$ cat config.mk
export PLATFORM = sky130hd
export DESIGN_NAME = prime_count_trial_division
export DESIGN_NICKNAME = d
export VERILOG_FILES = /design/src/sv/pctd_pkg.sv /design/src/sv/prime_count_trial_division.sv /design/src/sv/pctd_divider.sv
export SDC_FILE = /design/constraint.sdc
export NUM_CORES = 1
export LEC_CHECK = 0
export BUFFER_PORTS_ARGS = -buffer_cell sky130_fd_sc_hd__buf_4
export CAP_MARGIN = 20
export CORE_MARGIN = 4
export CORE_UTILIZATION = 55
export CTS_BUF_LIST = sky130_fd_sc_hd__clkbuf_8
export DETAILED_ROUTE_END_ITERATION = 8
export PLACE_DENSITY = 0.73
export RECOVER_POWER = 25
export SLEW_MARGIN = 20
export SYNTH_ARGS = -nofsm -noshare
export SYNTH_HDL_FRONTEND = slang
export SYNTH_SLANG_ARGS = --single-unit
$ cat constraint.sdc
create_clock -name clock -period 9 [get_ports clock]
set_input_delay 1.8 -clock clock [delete_from_list [all_inputs] [get_ports clock]]
set_output_delay 1.8 -clock clock [all_outputs]
set_load 0.005 [all_outputs]
$ cat src/sv/pctd_pkg.sv
// Shared constants and types for the prime counting block.
`default_nettype none

package pctd_pkg;

   // Default width of the range bounds and of the count.
   localparam int VALUE_BITS_DEFAULT = 20;

   // Status that the bit-serial remainder unit reports to the sequencer.
   typedef struct packed {
      logic done;       // one-cycle pulse: the remainder is final
      logic rem_zero;   // the divisor divides the dividend exactly
   } div_status_type;

endpackage

`default_nettype wire

$ cat src/sv/prime_count_trial_division.sv
// Counts the primes in [low, high) by trial division with odd divisors.
// One item is worked on at a time; the bit-serial remainder unit sets the rate.
// The result waits in an output register while the next item is taken.
// Synchronous reset clears the sequencer and the result valid flag.
`default_nettype none

module prime_count_trial_division #(
   parameter int VALUE_BITS = pctd_pkg::VALUE_BITS_DEFAULT
) (
   input  wire logic                   clock,
   input  wire logic                   reset,
   input  wire logic                   req_valid,
   output logic                        req_stall,
   input  wire logic [VALUE_BITS-1:0]  req_range_low,
   input  wire logic [VALUE_BITS-1:0]  req_range_high,
   output logic                        rsp_valid,
   input  wire logic                   rsp_stall,
   output logic [VALUE_BITS-1:0]       rsp_prime_count
);

   localparam int SQW = VALUE_BITS + 2;

   typedef enum logic [4:0] {
      ST_IDLE = 5'b00001,
      ST_CAND = 5'b00010,
      ST_TEST = 5'b00100,
      ST_DIV  = 5'b01000,
      ST_DONE = 5'b10000
   } state_type;

   state_type             state_ff, state_in;
   logic [VALUE_BITS-1:0] v_ff, v_in;
   logic [VALUE_BITS-1:0] high_ff, high_in;
   logic [VALUE_BITS-1:0] count_ff, count_in;
   logic [VALUE_BITS-1:0] d_ff, d_in;
   logic [SQW-1:0]        sq_ff, sq_in;
   logic                  rsp_valid_ff, rsp_valid_in;
   logic [VALUE_BITS-1:0] rsp_count_ff, rsp_count_in;
   logic                  rsp_take;
   logic                  div_start;
   logic [SQW-1:0]        v_wide;
   pctd_pkg::div_status_type div_status;

   assign v_wide   = {2'b00, v_ff};
   assign rsp_take = rsp_valid_ff && !rsp_stall;

   always_comb begin
      state_in     = state_ff;
      v_in         = v_ff;
      high_in      = high_ff;
      count_in     = count_ff;
      d_in         = d_ff;
      sq_in        = sq_ff;
      rsp_valid_in = rsp_valid_ff && !rsp_take;
      rsp_count_in = rsp_count_ff;
      div_start    = 1'b0;
      case (state_ff)
         ST_IDLE: begin
            if (req_valid) begin
               v_in     = req_range_low;
               high_in  = req_range_high;
               count_in = '0;
               state_in = ST_CAND;
            end
         end
         ST_CAND: begin
            if (v_ff >= high_ff) begin
               state_in = ST_DONE;
            end else if (v_wide < SQW'(2)) begin
               v_in = v_ff + VALUE_BITS'(1);
            end else if (v_wide < SQW'(4)) begin
               count_in = count_ff + VALUE_BITS'(1);
               v_in     = v_ff + VALUE_BITS'(1);
            end else if (!v_ff[0]) begin
               v_in = v_ff + VALUE_BITS'(1);
            end else begin
               d_in     = VALUE_BITS'(3);
               sq_in    = SQW'(9);
               state_in = ST_TEST;
            end
         end
         ST_TEST: begin
            // No divisor up to the square root: the candidate is prime.
            if (sq_ff > v_wide) begin
               count_in = count_ff + VALUE_BITS'(1);
               v_in     = v_ff + VALUE_BITS'(1);
               state_in = ST_CAND;
            end else begin
               div_start = 1'b1;
               state_in  = ST_DIV;
            end
         end
         ST_DIV: begin
            if (div_status.done) begin
               if (div_status.rem_zero) begin
                  v_in     = v_ff + VALUE_BITS'(1);
                  state_in = ST_CAND;
               end else begin
                  // (d + 2)^2 = d^2 + 4d + 4
                  d_in     = d_ff + VALUE_BITS'(2);
                  sq_in    = sq_ff + {d_ff, 2'b00} + SQW'(4);
                  state_in = ST_TEST;
               end
            end
         end
         ST_DONE: begin
            if (!rsp_valid_ff || rsp_take) begin
               rsp_valid_in = 1'b1;
               rsp_count_in = count_ff;
               state_in     = ST_IDLE;
            end
         end
         default: begin
            state_in = ST_IDLE;
         end
      endcase
   end

   always_ff @(posedge clock) begin
      v_ff         <= v_in;
      high_ff      <= high_in;
      count_ff     <= count_in;
      d_ff         <= d_in;
      sq_ff        <= sq_in;
      rsp_count_ff <= rsp_count_in;
      if (reset) begin
         state_ff     <= ST_IDLE;
         rsp_valid_ff <= 1'b0;
      end else begin
         state_ff     <= state_in;
         rsp_valid_ff <= rsp_valid_in;
      end
   end

   pctd_divider #(
      .VALUE_BITS (VALUE_BITS)
   ) u_divider (
      .clock    (clock),
      .reset    (reset),
      .start    (div_start),
      .dividend (v_ff),
      .divisor  (d_ff),
      .status   (div_status)
   );

   assign req_stall       = (state_ff != ST_IDLE);
   assign rsp_valid       = rsp_valid_ff;
   assign rsp_prime_count = rsp_count_ff;

   a_div_start_ok: assert property (@(posedge clock) disable iff (reset)
      div_start |-> (sq_ff <= v_wide) && v_ff[0])
      else $error("trial division started past the square root or on an even value");

   a_div_done_state: assert property (@(posedge clock) disable iff (reset)
      div_status.done |-> state_ff == ST_DIV)
      else $error("remainder reported outside the divide state");

   a_divisor_odd: assert property (@(posedge clock) disable iff (reset)
      state_ff == ST_TEST |-> d_ff[0] && (d_ff >= VALUE_BITS'(3)))
      else $error("trial divisor is not an odd value of at least three");

   a_count_bound: assert property (@(posedge clock) disable iff (reset)
      state_ff == ST_CAND |-> count_ff <= v_ff)
      else $error("prime count exceeds the candidate value");

endmodule

`default_nettype wire

$ cat src/sv/pctd_divider.sv
// Bit-serial restoring remainder unit: one dividend bit per cycle.
`default_nettype none

module pctd_divider #(
   parameter int VALUE_BITS = pctd_pkg::VALUE_BITS_DEFAULT
) (
   input  wire logic                   clock,
   input  wire logic                   reset,
   input  wire logic                   start,
   input  wire logic [VALUE_BITS-1:0]  dividend,
   input  wire logic [VALUE_BITS-1:0]  divisor,
   output pctd_pkg::div_status_type    status
);

   localparam int CW = $clog2(VALUE_BITS + 1);

   logic [VALUE_BITS-1:0] shift_ff, shift_in;
   logic [VALUE_BITS-1:0] rem_ff, rem_in;
   logic [VALUE_BITS-1:0] dsr_ff, dsr_in;
   logic [CW-1:0]         cnt_ff, cnt_in;
   logic                  busy_ff, busy_in;
   logic                  done_ff, done_in;
   logic [VALUE_BITS:0]   trial;

   // The partial remainder stays below the divisor, so one compare and
   // subtract per bit is enough.
   always_comb begin
      shift_in = shift_ff;
      rem_in   = rem_ff;
      dsr_in   = dsr_ff;
      cnt_in   = cnt_ff;
      busy_in  = busy_ff;
      done_in  = 1'b0;
      trial    = {rem_ff, shift_ff[VALUE_BITS-1]};
      if (start) begin
         shift_in = dividend;
         rem_in   = '0;
         dsr_in   = divisor;
         cnt_in   = CW'(VALUE_BITS);
         busy_in  = 1'b1;
      end else if (busy_ff) begin
         shift_in = {shift_ff[VALUE_BITS-2:0], 1'b0};
         if (trial >= {1'b0, dsr_ff}) begin
            rem_in = VALUE_BITS'(trial - {1'b0, dsr_ff});
         end else begin
            rem_in = trial[VALUE_BITS-1:0];
         end
         cnt_in = cnt_ff - CW'(1);
         if (cnt_ff == CW'(1)) begin
            busy_in = 1'b0;
            done_in = 1'b1;
         end
      end
   end

   always_ff @(posedge clock) begin
      shift_ff <= shift_in;
      rem_ff   <= rem_in;
      dsr_ff   <= dsr_in;
      cnt_ff   <= cnt_in;
      if (reset) begin
         busy_ff <= 1'b0;
         done_ff <= 1'b0;
      end else begin
         busy_ff <= busy_in;
         done_ff <= done_in;
      end
   end

   assign status.done     = done_ff;
   assign status.rem_zero = (rem_ff == '0);

   a_no_start_busy: assert property (@(posedge clock) disable iff (reset)
      start |-> !busy_ff)
      else $error("remainder unit restarted while busy");

   a_done_idle: assert property (@(posedge clock) disable iff (reset)
      done_ff |-> !busy_ff)
      else $error("remainder unit reports done while still busy");

   a_count_range: assert property (@(posedge clock) disable iff (reset)
      busy_ff |-> (cnt_ff != '0) && (cnt_ff <= CW'(VALUE_BITS)))
      else $error("remainder unit bit counter out of range while busy");

endmodule

`default_nettype wire

==> metrics.yaml <==
layout_commonest_cell: "edfxtp_1"
synthCells: 1073
yosysUniqueCellTypes: 61
die_h_um: 149
die_x_um: 149
rsz0062_at_grt: "false"
ios: 66
cts_tree: "built"
path_common_cell: "nand2_1"
root_buffer: "clkbuf_8"
drc: 0
leakage_nw: 4.83
antenna_cells: 0
path_cells: "inv_1 -> ha_1 -> nand2_1 -> or4_1 -> or2_1 -> o21a_1 -> a31oi_4 -> buf_4 -> nand2_1"
fin_tns_setup_ns: 0
nNetsFinal: 1282
grt_pass1_vias: 7756
h-tree-depth: 4
p_int_w: 0.00178
avgSynthCellArea_um2: 10.2
via_per_inst: 5.70
synth_flop_cell: "edfxtp_1"
ys_warn_count: 0
max_slew.worst_pin.slew_ns: 1.72
die_area_mm2: 0.0223
hp-start: "count_ff[19]"
synth_edf_count: 157
outcome: "complete, but fails checks"
ys_seq_area_share_pct: 49.0
cts_buffer_depth: 2
worstSkewPairLatency_ns: 0.49
crit_family: "simple AND/OR/NAND/NOR gates"
grt.total_usage_pct: 21.4
swShare_pct: 38.1
max_cap_viol_count: 1
gp_congestion: 0.879
total_power_w: 0.00287
cts_resized: 0
post-place-cells: 1383
synth_area_mm2: 0.0110
syn_nets: 1218
startpoint_type: "register"
cp.arrival_ns: 3.71
setup_violations: 0
antenna_found_initial: 0
cts_num_sinks: 190
fin_skew_ns: 0.0219
start_util_pct: 56.2
vias: 8070
cts_hold_buf: 0
crit_required_ns: 9.03
grt_max_degree: 54
layout-drive-gt1-share_pct: 10.2
crit_start: "v_ff[15]"
violations: "max-capacitance violations, max-slew violations"
powerDensity_mw_per_mm2: 236
final_cell_mix: "edfxtp_1 (157), nand2_1 (122), ha_1 (99), nor2_1 (95), inv_1 (76)"
drv_slew: 35
dpl.hpwl_um: 16900
grt_pass1_wl_um: 38200
min_path_type: "register to register"
postCtsSetupBuffers: 0
cts_buffers: 17
antenna_left: 0
path_class: "register to register"
hold_viol_final: 0
final_cells: 1415
period_share_pct: 40.9
drt-total-wl_um: 23400
max_freq_mhz: 272
power_switching_w: 0.00109
max-slew-margin-rel_pct: -14.7
area_delta_synth_final_pct: 11.1
core_mm2: 0.0195
drt_first_pass_iters: 6
portBuffers: 65
async_flop_share_pct: 0
seqPwrFrac_pct: 46.5
slowest_stage: "nand2_1"
rows: 51
synth-seq-cells: 190
path_max_fanout: 53
cp_slowest_stage_delay_ns: 0.63
p_clk_share_pct: 21.6
overflow: 0
critical_path_buf_inv_count: 2
drt-initial-drc-count: 510
end_kind: "register"
worst_ir_drop_vdd_mv: 0.124
path_clk_slew_ns: 0.12
p_comb_share_pct: 31.9
wire_per_inst_um: 16.5
period_minus_slack_ns: 3.68
rr_startpoint: "v_ff[15]"
## power groups by stage
stage               clock [W]  combinational (W)  sequential [W]
global placement            0           0.000885         0.00135
finish               0.000619           0.000916         0.00134
global route         0.000667            0.00104         0.00136
floorplan                   0           0.000693         0.00130
CTS                  0.000630           0.000914         0.00133
detailed placement          0           0.000906         0.00135
## path summary, 6_finish.rpt
| path | to | slack [ns] | cells after the start |
|---|---|---|---|
| worst max-delay path | u_divider.shift_ff[17] | 5.32 | 9 |
| worst min-delay path | rsp_prime_count[19] | 0.49 | 0 |
| worst max register to register | u_divider.shift_ff[17] | 5.32 | 9 |
| worst min register to register | rsp_prime_count[19] | 0.49 | 0 |
## through the flow
stage / cell area, um2 / utilization, % / setup slack, ns / hold slack, ns
finish: 12200 / 62.4 / 5.32 / 0.488
global route: 12200 / 62.4 / 5.03 / 0.506
CTS: 12200 / 62.4 / 5.25 / 0.491
detailed placement: 11700 / 60.1 / 5.24 / 0.459
global placement: 11700 / 60.1 / 5.42 / 0.454
floorplan: 11000 / - / 5.39 / 0.448
## sequential cells by signal (all words and copies together) (netlist names), 20 cells and up
signal              cells
v_ff                   20
rsp_prime_count        20
u_divider.rem_ff       20
u_divider.shift_ff     20
count_ff               20
high_ff                20
## synth_stat cells, drive strengths merged (26+ instances only)
| master | n | area, um2 |
|---|---|---|
| a21oi | 53 | 265 |
| ha | 99 | 1240 |
| xor2 | 32 | 280 |
| dfxtp | 33 | 661 |
| edfxtp | 157 | 4710 |
| a21o | 26 | 195 |
| nand3 | 31 | 155 |
| nand2 | 122 | 458 |
| nor2 | 95 | 357 |
| inv | 77 | 289 |
| o21ai | 70 | 350 |
| xnor2 | 39 | 342 |
## layer usage
layer  share of wire (%)  wire, um  up-vias  global-route usage [%]
met1                  46     10800     3792                    29.2
met4                 2.0       460        0                    7.28
met3                 4.2       981       32                    3.62
met5                   0         0        -                       0
li1                    -         -     4039                       -
met2                  48     11200      207                    34.8
## layout make-up
type | count | area, um2
Multi-Input combinational cell | 779 | 5210
Fill cell | 1621 | 7340
Inverter | 77 | 289
Sequential cell | 190 | 5380
Timing Repair Buffer | 72 | 533
Tap cell | 265 | 332
Clock inverter | 15 | 215
Clock buffer | 17 | 234
## cells by family after synthesis
family	count (synthesis)	synth area share, %
simple gates	368	15.8
xor+xnor	71	5.67
buf+inv	104	3.64
compound gates	236	14.0
mux	3	0.274
fa+ha+maj	101	11.7
flops	190	49.0
No activity file was read; power rests on OpenSTA's default activity.
